<file path="src/hdl/tsgs_pkg.sv">
// package for the two-species gillespie step block
// shared types, codes and widths; no dependencies
`default_nettype none
package tsgs_pkg;
  localparam int COUNT_W = 16;
  localparam int TIME_W = 48;
  localparam int COEF_W = 32;
  localparam int RATE_W = 64;
  localparam int NUM_REGS = 8;

  typedef logic [2:0] code_t;
  localparam code_t ST_STEPPED = 3'd0;
  localparam code_t ST_LOADED = 3'd1;
  localparam code_t ST_EXTINCT = 3'd2;
  localparam code_t ST_TIME = 3'd3;
  localparam code_t ST_ZERO = 3'd4;

  localparam code_t EV_FREE_BIRTH = 3'd0;
  localparam code_t EV_BEAR_BIRTH = 3'd1;
  localparam code_t EV_FREE_DEATH = 3'd2;
  localparam code_t EV_BEAR_DEATH = 3'd3;
  localparam code_t EV_LOSS = 3'd4;
  localparam code_t EV_CONJ = 3'd5;

  typedef struct packed {
    logic start;
  } mul_ctl_t;
endpackage
`default_nettype wire

</file>
<file path="src/hdl/two_species_gillespie_step_top.sv">
// top level of the two-species gillespie direct-method step block
// uses tsgs_pkg, tsgs_mul and tsgs_div
`default_nettype none
// A load request gives its result in the cycle after it is taken. A step
// request runs thirteen products through a bit-serial multiplier, then four
// passes that scale the uniform sample by the total while a bit-serial
// divider forms the time step in parallel, then an event search that checks
// one event per cycle. A time or extinction stop reports through S_OUT, and
// a zero total rate is found in S_DIV after the products and reports through
// S_OUT. One request is in work at a time and the input waits until the
// result is taken.
module two_species_gillespie_step_top #(
  parameter int DILUTION_STEP = 1
) (
  input  wire logic clk,
  input  wire logic rst,
  input  wire logic psel,
  input  wire logic penable,
  input  wire logic pwrite,
  input  wire logic [4:0] paddr,
  input  wire logic [31:0] pwdata,
  output logic [31:0] prdata,
  output logic pready,
  input  wire logic in_valid,
  output logic in_ready,
  input  wire logic mode,
  input  wire logic [15:0] init_free,
  input  wire logic [15:0] init_bearing,
  input  wire logic [47:0] time_limit,
  input  wire logic [31:0] exp_sample,
  input  wire logic [31:0] uniform_sample,
  output logic out_valid,
  input  wire logic out_ready,
  output logic [15:0] free_count,
  output logic [15:0] bearing_count,
  output logic [47:0] sim_time,
  output logic [2:0] event_kind,
  output logic [2:0] status
);
  import tsgs_pkg::*;
  localparam logic [16:0] DSTEP = 17'(DILUTION_STEP & 255);

  typedef enum logic [3:0] {
    S_IDLE, S_MUL, S_WAIT, S_TOTAL, S_DIV, S_UNI, S_UWAIT, S_PICK, S_OUT
  } state_t;

  logic [31:0] regs [NUM_REGS];
  logic [15:0] fpop, bpop;
  logic [47:0] ctime, etime;
  logic [31:0] expv, unif;
  state_t state;
  logic [3:0] op;
  logic [63:0] rate [6];
  logic [63:0] ta, tb;
  logic [63:0] total;
  logic [63:0] target;
  logic [2:0] pick;
  logic [63:0] run_sum;

  mul_ctl_t mctl;
  logic [63:0] ma;
  logic [15:0] mb;
  logic [63:0] mp;
  logic mdone;
  logic dstart, ddone;
  logic dfin;
  logic [55:0] dq;

  // uniform scaling: unif * total >> 32 via four 16-bit digits of total
  logic [1:0] upass;
  logic [95:0] uacc;
  logic [63:0] ua;
  logic [15:0] ub;
  logic [63:0] ucur;
  assign ucur = mp;
  assign ua = {32'd0, unif};
  assign ub = total[{upass, 4'b0000} +: 16];

  tsgs_mul u_mul (.clk, .rst, .ctl_in(mctl), .a(ma), .b(mb), .p(mp), .done(mdone));
  tsgs_div u_div (.clk, .rst, .start(dstart), .num({expv, 24'd0}), .den(total),
    .quo(dq), .done(ddone));

  assign pready = 1'b1;
  assign prdata = regs[paddr[4:2]];
  assign in_ready = (state == S_IDLE) && !out_valid;

  function automatic logic [63:0] sadd(input logic [63:0] x, input logic [63:0] y);
    logic [64:0] s;
    s = {1'b0, x} + {1'b0, y};
    return s[64] ? '1 : s[63:0];
  endfunction

  function automatic logic [15:0] up(input logic [15:0] n);
    logic [16:0] s;
    s = {1'b0, n} + DSTEP;
    return s[16] ? 16'hFFFF : s[15:0];
  endfunction

  function automatic logic [15:0] dn(input logic [15:0] n);
    return ({1'b0, n} > DSTEP) ? n - DSTEP[15:0] : 16'd0;
  endfunction

  // multiplier operand schedule
  always_comb begin
    ma = '0;
    mb = '0;
    if (state == S_UNI || state == S_UWAIT) begin
      ma = ua;
      mb = ub;
    end else begin
      case (op)
        4'd0: begin ma = {32'd0, regs[0]}; mb = fpop; end
        4'd1: begin ma = {32'd0, regs[1]}; mb = bpop; end
        4'd2: begin ma = {32'd0, regs[2]}; mb = fpop; end
        4'd3: begin ma = ta; mb = fpop; end
        4'd4: begin ma = {32'd0, regs[3]}; mb = fpop; end
        4'd5: begin ma = ta; mb = bpop; end
        4'd6: begin ma = {32'd0, regs[5]}; mb = bpop; end
        4'd7: begin ma = ta; mb = bpop; end
        4'd8: begin ma = {32'd0, regs[4]}; mb = bpop; end
        4'd9: begin ma = ta; mb = fpop; end
        4'd10: begin ma = {32'd0, regs[6]}; mb = bpop; end
        4'd11: begin ma = {32'd0, regs[7]}; mb = fpop; end
        4'd12: begin ma = ta; mb = bpop; end
        default: begin ma = '0; mb = '0; end
      endcase
    end
  end

  always_ff @(posedge clk) begin
    if (rst) begin
      for (int i = 0; i < NUM_REGS; i++) regs[i] <= '0;
    end else if (psel && penable && pwrite && (paddr[1:0] == 2'd0) && pready) begin
      regs[paddr[4:2]] <= pwdata;
    end
  end

  always_ff @(posedge clk) begin
    if (rst) begin
      state <= S_IDLE;
      out_valid <= 1'b0;
      fpop <= '0;
      bpop <= '0;
      ctime <= '0;
      etime <= '0;
      mctl <= '0;
      dstart <= 1'b0;
      dfin <= 1'b0;
      op <= '0;
      upass <= '0;
    end else begin
      mctl.start <= 1'b0;
      dstart <= 1'b0;
      if (ddone) dfin <= 1'b1;
      if (out_valid && out_ready) out_valid <= 1'b0;
      case (state)
        S_IDLE: begin
          if (in_valid && in_ready) begin
            expv <= exp_sample;
            unif <= uniform_sample;
            event_kind <= EV_FREE_BIRTH;
            if (!mode) begin
              fpop <= init_free;
              bpop <= init_bearing;
              etime <= time_limit;
              ctime <= '0;
              free_count <= init_free;
              bearing_count <= init_bearing;
              sim_time <= '0;
              status <= ST_LOADED;
              out_valid <= 1'b1;
            end else if (ctime >= etime) begin
              status <= ST_TIME;
              state <= S_OUT;
            end else if (fpop == 0 || bpop == 0) begin
              status <= ST_EXTINCT;
              state <= S_OUT;
            end else begin
              op <= 4'd0;
              state <= S_MUL;
            end
          end
        end
        S_MUL: begin
          mctl.start <= 1'b1;
          state <= S_WAIT;
        end
        S_WAIT: begin
          if (mdone) begin
            case (op)
              4'd0: rate[0] <= mp;
              4'd1: rate[1] <= mp;
              4'd3: tb <= mp;
              4'd5: rate[2] <= sadd(tb, mp);
              4'd7: tb <= mp;
              4'd9: rate[3] <= sadd(tb, mp);
              4'd10: rate[4] <= mp;
              4'd12: rate[5] <= mp;
              default: ta <= mp;
            endcase
            if (op == 4'd12) begin
              state <= S_TOTAL;
            end else begin
              op <= op + 4'd1;
              state <= S_MUL;
            end
          end
        end
        S_TOTAL: begin
          total <= sadd(sadd(sadd(rate[0], rate[1]), sadd(rate[2], rate[3])),
                        sadd(rate[4], rate[5]));
          state <= S_DIV;
          op <= 4'd15;
        end
        S_DIV: begin
          if (total == 0) begin
            status <= ST_ZERO;
            state <= S_OUT;
          end else if (op == 4'd15) begin
            dstart <= 1'b1;
            dfin <= 1'b0;
            op <= 4'd0;
            upass <= 2'd0;
            uacc <= '0;
            state <= S_UNI;
          end
        end
        S_UNI: begin
          mctl.start <= 1'b1;
          state <= S_UWAIT;
        end
        S_UWAIT: begin
          if (mdone) begin
            uacc <= uacc + ({32'd0, ucur} << (16 * upass));
            if (upass == 2'd3) begin
              state <= S_PICK;
              op <= 4'd0;
            end else begin
              upass <= upass + 2'd1;
              state <= S_UNI;
            end
          end
        end
        S_PICK: begin
          if (op == 4'd0) begin
            target <= uacc[95:32];
            run_sum <= '0;
            pick <= 3'd0;
            op <= 4'd1;
          end else if (op == 4'd1) begin
            if (pick == 3'd6) begin
              pick <= EV_CONJ;
              op <= 4'd2;
            end else if (target < sadd(run_sum, rate[pick])) begin
              op <= 4'd2;
            end else begin
              run_sum <= sadd(run_sum, rate[pick]);
              pick <= pick + 3'd1;
            end
          end else if (dfin) begin
            begin
              logic [48:0] nt;
              nt = {1'b0, ctime} + {1'b0, dq[47:0]};
              ctime <= (nt[48] || dq[55:48] != 0) ? '1 : nt[47:0];
            end
            case (pick)
              EV_FREE_BIRTH: fpop <= up(fpop);
              EV_BEAR_BIRTH: bpop <= up(bpop);
              EV_FREE_DEATH: fpop <= dn(fpop);
              EV_BEAR_DEATH: bpop <= dn(bpop);
              EV_LOSS: begin bpop <= dn(bpop); fpop <= up(fpop); end
              default: begin bpop <= up(bpop); fpop <= dn(fpop); end
            endcase
            event_kind <= (pick > EV_CONJ) ? EV_CONJ : pick;
            status <= ST_STEPPED;
            state <= S_OUT;
          end
        end
        S_OUT: begin
          free_count <= fpop;
          bearing_count <= bpop;
          sim_time <= ctime;
          out_valid <= 1'b1;
          state <= S_IDLE;
        end
        default: state <= S_IDLE;
      endcase
    end
  end

  chk_ready: assert property (@(posedge clk) disable iff (rst)
    out_valid |-> !in_ready) else $error("input taken while result pending");
  chk_load: assert property (@(posedge clk) disable iff (rst)
    (in_valid && in_ready && !mode) |=> out_valid && status == ST_LOADED)
    else $error("load did not report");
  chk_kind: assert property (@(posedge clk) disable iff (rst)
    (out_valid && status != ST_STEPPED) |-> event_kind == EV_FREE_BIRTH)
    else $error("event kind set on non-step result");
endmodule
`default_nettype wire

</file>
<file path="src/hdl/tsgs_mul.sv">
// bit-serial multiplier: 64-bit multiplicand times 16-bit multiplier
// one multiplier bit per cycle, product saturates at 64 bits; uses tsgs_pkg
`default_nettype none
module tsgs_mul (
  input  wire logic clk,
  input  wire logic rst,
  input  tsgs_pkg::mul_ctl_t ctl_in,
  input  wire logic [63:0] a,
  input  wire logic [15:0] b,
  output logic [63:0] p,
  output logic done
);
  import tsgs_pkg::*;
  logic [63:0] acc;
  logic [63:0] mcand;
  logic [15:0] mplier;
  logic [4:0] cnt;
  logic run;
  logic sat;
  logic [64:0] sum;

  assign sum = {1'b0, acc} + {1'b0, mcand};
  assign p = sat ? '1 : acc;

  always_ff @(posedge clk) begin
    if (rst) begin
      run <= 1'b0;
      done <= 1'b0;
      cnt <= '0;
    end else begin
      done <= 1'b0;
      if (ctl_in.start) begin
        run <= 1'b1;
        cnt <= 5'd16;
        acc <= '0;
        sat <= 1'b0;
        mcand <= a;
        mplier <= b;
      end else if (run) begin
        if (mplier[0]) begin
          if (sum[64]) sat <= 1'b1;
          acc <= sum[63:0];
        end
        if (mcand[63] && (mplier[15:1] != '0)) sat <= 1'b1;
        mcand <= {mcand[62:0], 1'b0};
        mplier <= {1'b0, mplier[15:1]};
        cnt <= cnt - 5'd1;
        if (cnt == 5'd1) begin
          run <= 1'b0;
          done <= 1'b1;
        end
      end
    end
  end

  chk_done: assert property (@(posedge clk) disable iff (rst) done |-> !run)
    else $error("multiplier done while running");
  chk_start: assert property (@(posedge clk) disable iff (rst)
    ctl_in.start |=> run) else $error("multiplier did not start");
  chk_cnt: assert property (@(posedge clk) disable iff (rst)
    run |-> cnt != 5'd0) else $error("multiplier count out of range");
endmodule
`default_nettype wire

</file>
<file path="src/hdl/tsgs_div.sv">
// restoring bit-serial divider, 56-bit dividend by 64-bit divisor
// one quotient bit per cycle; no dependencies
`default_nettype none
module tsgs_div (
  input  wire logic clk,
  input  wire logic rst,
  input  wire logic start,
  input  wire logic [55:0] num,
  input  wire logic [63:0] den,
  output logic [55:0] quo,
  output logic done
);
  logic [64:0] rem;
  logic [63:0] dv;
  logic [5:0] cnt;
  logic run;
  logic [64:0] trial;
  logic [64:0] shifted;

  assign shifted = {rem[63:0], quo[55]};
  assign trial = shifted - {1'b0, dv};

  always_ff @(posedge clk) begin
    if (rst) begin
      run <= 1'b0;
      done <= 1'b0;
      cnt <= '0;
    end else begin
      done <= 1'b0;
      if (start) begin
        run <= 1'b1;
        cnt <= 6'd56;
        rem <= '0;
        quo <= num;
        dv <= den;
      end else if (run) begin
        if (!trial[64]) begin
          rem <= trial;
          quo <= {quo[54:0], 1'b1};
        end else begin
          rem <= shifted;
          quo <= {quo[54:0], 1'b0};
        end
        cnt <= cnt - 6'd1;
        if (cnt == 6'd1) begin
          run <= 1'b0;
          done <= 1'b1;
        end
      end
    end
  end

  chk_done: assert property (@(posedge clk) disable iff (rst) done |-> !run)
    else $error("divider done while running");
  chk_rem: assert property (@(posedge clk) disable iff (rst)
    run |-> rem <= {1'b0, dv}) else $error("divider remainder too large");
  chk_start: assert property (@(posedge clk) disable iff (rst)
    start |=> run) else $error("divider did not start");
endmodule
`default_nettype wire
</file>
<file path="config.mk">
export PLATFORM = sky130hd
export DESIGN_NAME = two_species_gillespie_step_top
export DESIGN_NICKNAME = d
export VERILOG_FILES = /design/src/hdl/tsgs_pkg.sv /design/src/hdl/two_species_gillespie_step_top.sv /design/src/hdl/tsgs_mul.sv /design/src/hdl/tsgs_div.sv
export SDC_FILE = /design/constraint.sdc
export NUM_CORES = 2
export LEC_CHECK = 0
export BUFFER_PORTS_ARGS = -buffer_cell sky130_fd_sc_hd__buf_2
export CAP_MARGIN = 10
export CORE_MARGIN = 2
export CORE_UTILIZATION = 53
export CTS_BUF_LIST = sky130_fd_sc_hd__clkbuf_8
export DETAILED_ROUTE_END_ITERATION = 8
export PLACE_DENSITY_LB_ADDON = 0.2
export SLEW_MARGIN = 20
export SYNTH_ARGS = -nofsm -noshare
export SYNTH_HDL_FRONTEND = slang
export SYNTH_SLANG_ARGS = --single-unit
</file>
<file path="constraint.sdc">
create_clock -name clk -period 10.2 [get_ports clk]
set_input_delay 1.02 -clock clk [delete_from_list [all_inputs] [get_ports clk]]
set_output_delay 1.02 -clock clk [all_outputs]
set_load 0.005 [all_outputs]
</file>
# After elaboration in Yosys (flattened, before gate mapping)
# Memories as Yosys holds them, arrays and structs flattened. A register that Yosys moved wholly into a read port is not among the register bits.
# Cells that the tools add are included.
# word_totals
ram_bits	640
n_memories	2
word_cells	395
in_bits	189
reg_bits	1055
out_inout_bits	121
# memory_table
memory	depth	width	rd	rd_clocked_by_memory_dff	wr	line	rtl
rate	6	64	7	1	1	two_species_gillespie_step_top.sv:53	logic [63:0] rate [6];
regs	8	32	9	0	8	two_species_gillespie_step_top.sv:47	logic [31:0] regs [NUM_REGS];
# classes
n_mux	190
bitwise_logic	6
reduce_logical	75
shift	2
n_lt_le_gt_ge	5
n_eq_ne	54
addsub	20
# op_table
op	count
$mux W64	22
$pmux W64 S9	1
$add A64 B64 Y65	8
$reduce_or A64 Y1	5
$mux W48	6
$mux W96	3
$mux W16	17
$pmux W16 S2	7
$pmux W48 S2	2
$pmux W96 S2	1
$mux W56	2
$mux W4	25
$add A96 B96 Y96	1
$shl A64 B6 Y96	1
$mux W3	24
$sub A65 B64 Y65	1
$logic_not A64 Y1	1
$lt A64 B64 Y1	1
$shiftx A64 B7 Y16	1
$mux W1	63
$add A48 B48 Y49	1
$ge A48 B48 Y1	1
$add A16 B1 Y17 const B	2
$eq A4 B3 Y1 const B	8
60 further kinds	148

# Depth between registers and ports, before layout
# logic_depth
word_depth	12
depth_mapped	45
depth_no_buf	42

# Hierarchy
# A second synthesis with hierarchy kept.
# unflattened
hier_cells	11650
area_unflattened_um2	114433.5
# modules_own_cells
mod	seq_area_each_um2	instances	area_per_inst_um2	cells_per_inst
two_species_gillespie_step_top	39207.6	1	91987.0	9444
tsgs_div	5685.5	1	11619.9	1143
tsgs_mul	4494.3	1	10826.6	1063

# Worst setup path before layout
# OpenSTA, ideal clock, no wires.
# synth_timing
kind	flip-flop to flip-flop
from	register with a tool-made name
to	register run_sum[0] (enable)
synth_period_minus_slack_ns	10.119
path_stages_with_launch	31
setup_time_ns	0.507
arrival_time_ns	9.612
t_required_ns	9.693
setup_slack_ns	0.081
n_path_buf	7
path_cell_list	dfxtp_1 -> clkbuf_1 -> buf_1 -> clkbuf_1 -> buf_1 -> mux2i_1 -> a21oi_1 -> ha_1 -> clkbuf_1 -> a21o_1 -> a31o_2 -> a2111oi_2 -> nor3_1 -> a21o_1 -> a41o_1 -> a21oi_1 -> nor4_1 -> or3b_1 -> clkbuf_1 -> clkbuf_1 -> nor2_1 -> ha_1 -> nand4_1 -> or3_1 -> nor2_1 -> a31oi_1 -> o211ai_1 -> a21oi_1 -> nand2_1 -> nand3_1 -> a21oi_1
# synth_lines
element	line	rtl
end signal, assigned	two_species_gillespie_step_top.sv:257	run_sum <= sadd(run_sum, rate[pick]);
end, declared	two_species_gillespie_step_top.sv:58	logic [63:0] run_sum;

==> metrics.md <==
| Metric | Value |
|---|---|
| Max Fclk | `approximately 0.10 GHz` |
| Number of synthesized register bits | `1698` |
| Cell mode on critical path | `a21oi_2` |
| CTS Buffer Depth | `4` |
| Num CTS Buffers | `315` |
| Top flop regs | `rate x384, regs x256, uacc x96` |
| Area grow syn2layout | `12.09%` |
| DR vias/cell | `6.297` |
| Crit Path Max Fanout | `7` |
| Status | `complete, no violations` |
| Worst EP required | `approximately 11 ns` |
| Synth area leaders | `edfxtp_1 (41%), ha_1 (9.4%), a21oi_1 (4.4%)` |
| Cell Rows | `~170` |
| Clk sink count | `1698` |
| Post-DRT Antenna Nets | `0` |
| Pin count of the biggest net entering global routing | `133` |
| GRT Overall Usage | `32.79%` |
| Comb power frac | `17.5%` |
| Post-synth EDFFs | `between 1500 and 2000` |
| Crit Path Category | `flip-flop to flip-flop` |
| CTS hold repair buffers | `0` |
| Slowest-stage cell, CP | `fa_2` |
| IO buf count | `slightly above 300` |
| Post-synth net total | `12480` |
| Cell count after synthesis | `11433` |
| Yosys cell types | `97` |
| Met2 Use GR | `51.20%` |
| Switching power | `roughly 5.3 mW` |
| CTS tree | `built` |
| Synth cell count leaders | `edfxtp_1 (1538), nand2_1 (1173), a21oi_1 (984)` |
| Number of global-route vias before repair | `91508` |
| Placed instance area | `roughly 120000 µm²` |
| Async SR Flop Fraction | `0%` |
| Worst-Margin Slew | `approximately 1.2 ns` |
| CP max stage delay | `0.41 ns` |
| Die W | `465.3 µm` |
| Gp weighted congestion | `0.9677` |
| Sequential cell area fraction in the yosys report | `43.79%` |
| Setup violations, final | `0` |
| Cell area after layout | `126400 µm²` |
| Most common cell in the netlist | `edfxtp_1` |
| Sw Share | `30.17%` |
| Worst hold-check path type | `primary input to flip-flop` |
| Max Cap Viol | `0` |
| Most flop-heavy register | `rate` |
| Dpl hpwl | `271.3 mm` |
| Tot Pwr | `17.72 mW` |
| Worst setup EP type | `flip-flop` |
| Synth Flop Type | `edfxtp_1` |
| Max-slew violations | `0` |
| Hold Fails Final Rpt | `0` |
| Worst-path clk slew | `0.06 ns` |
| Starting density of the core | `53.22%` |
| Largest register FFs | `between 300 and 400` |
| Die area | `216500 µm²` |
| Met1 Use GR | `roughly 45%` |
| I/O pin cnt | `310` |
| TritonRoute pass-1 iters | `6` |
| Met3 Usage GRT | `5.509%` |
| Wire length per cell | `24.36 µm` |
| Yosys warning count | `0` |
| Pwr dens | `140.2 nW/µm²` |
| Static leakage | `50.35 nW` |
| Sequential group share of total power | `a little under half` |
| Unrepaired setup endpoints after global routing | `true` |
| Final nets | `13059` |
| Number of DRC markers in iteration 0 | `11276` |
| Via count | `94884` |
| Placeable Area | `211900 µm²` |
| Crit path DAT | `~11 ns` |
| Final period utilization | `96.28%` |
| H-tree levels | `5` |
| Synth Cell Area | `around 110000 µm²` |
| Share of layout cells above drive strength 1 | `13.18%` |
| Die Span Y | `~470 µm` |
| FF-to-FF path depth | `46` |
| Clock period minus worst slack | `9.821 ns` |
| Final core occ | `59.66%` |
| Total grt overflow | `0` |
| Wirelength, routed | `367.1 mm` |
| Slew margin rel. | `22.90%` |
| Worst Hold Depth | `1` |
| Filler cell count in the final layout | `18091` |
| GR peak layer | `met2` |
| Clk_skew | `0.1068 ns` |
| Clock power share | `between 30 and 40%` |
| Pint | `12.37 mW` |
| Synth top area share | `40.95%` |
| Synth area leader | `edfxtp_1` |
| Remaining DRCs | `0` |
| Antenna violations before repair | `16` |
| Mean post-synth cell area | `9.864 µm²` |
| Later-pin clock latency in the skew report | `between 1 and 1.5 ns` |
| Critical path launch point type | `flip-flop` |
| VDD IR-drop max | `0.1496 mV` |
| First-pass GRT wire length | `549.1 mm` |
| Root Buffer | `clkbuf_8` |
[path summary, 6_finish.rpt]
check               startpoint           end  slack (ns)
max                 rate[0][0]     total[31]        0.38
min          uniform_sample[5]       unif[5]        0.15
max reg2reg         rate[0][0]     total[31]        0.38
min reg2reg          total[29]  u_div.dv[29]        0.45
[cell type report]
| class | instances | area, µm² | share of cell area (%) |
|---|---|---|---|
| multi-input combinational | 8810 | 60580 | 47.93 |
| inverter | 366 | 1376 | 1.089 |
| clock inverter | 210 | 1257 | 0.9948 |
| timing repair buffer | 821 | 5688 | 4.500 |
| tap | 2821 | 3530 | 2.792 |
| antenna | 14 | 35.03 | 0.02771 |
| clock buffer | 329 | 4528 | 3.582 |
| sequential | 1698 | 49410 | 39.09 |
[power groups by stage]
stage | sequential (mW) | combinational, mW | clock [mW]
floorplan | 8.29 | 1.98 | 0
global placement | 8.43 | 2.96 | 0
detailed placement | 8.44 | 3.02 | 0
CTS | 8.30 | 3.03 | 6.38
global route | 8.34 | 3.33 | 6.66
finish | 8.31 | 3.11 | 6.30
[placed cells by master (no fill, tap or decap), drive strengths merged, types with 59 or more instances in the layout]
master / instances
mux4: 80
o21ai: 595
edfxtp: 1538
nor3: 136
dfxtp: 160
a22o: 83
clkinv: 88
a31oi: 108
a211oi: 103
mux2i: 140
nor2b: 136
mux2: 86
nand4: 181
nand2: 1173
o21a: 98
and2: 361
a221oi: 89
nor2: 965
o211ai: 72
inv: 468
a22oi: 181
buf: 819
nand2b: 114
nor4: 59
clkbuf: 330
and3: 99
nand3: 178
xor2: 283
a21o: 524
o21bai: 138
a21oi: 986
ha: 847
xnor2: 376
[metrics by stage]
step / setup WS [ns] / cells / hold slack [ns] / TNS (ns)
floorplan: 0.08055 / 11433 / 0.4334 / 0
global placement: -0.5553 / 14485 / 0.4446 / -33.24
detailed placement: -0.6850 / 14486 / 0.4473 / -41.34
CTS: 0.003762 / 15041 / 0.05886 / 0
global route: -0.09607 / 15061 / 0.08170 / -2.164
finish: 0.3793 / 15069 / 0.1459 / 0
[critical path, delay by kind of cell (launching register included)]
family,cells,cell delay (ns)
AOI/OAI and AO/OA,30,5.96
and+or+nand+nor,5,0.62
adders and majority gates,4,1.40
buffers and inverters,7,1.14
DFF,1,0.39
[cell families (layout without fill, tap and decap cells)]
group,count (synthesis),after routing,share of synthesized area [%]
flops,1698,1698,43.79
fa+ha+maj,858,858,9.593
xor+xnor,659,659,5.118
mux,306,306,3.699
compound gates,3390,3390,19.58
simple gates,3596,3596,15.05
other cells,1,15,0.003325
buf+inv,925,1726,3.155
[metal layers]
metal,vias to the layer above,routed length (µm)
met5,-,35
met4,6,15990
met3,834,34100
met2,4549,162700
met1,45686,154300
li1,43809,-
[repair_timing]
action	4_1_cts	5_1_grt
setup endpoints to repair	64	64
setup buffers	14	13
cloned	2	1
pin swaps	26	54
resized for setup	45	70
Note: power is estimated with default switching activity, not from simulation.
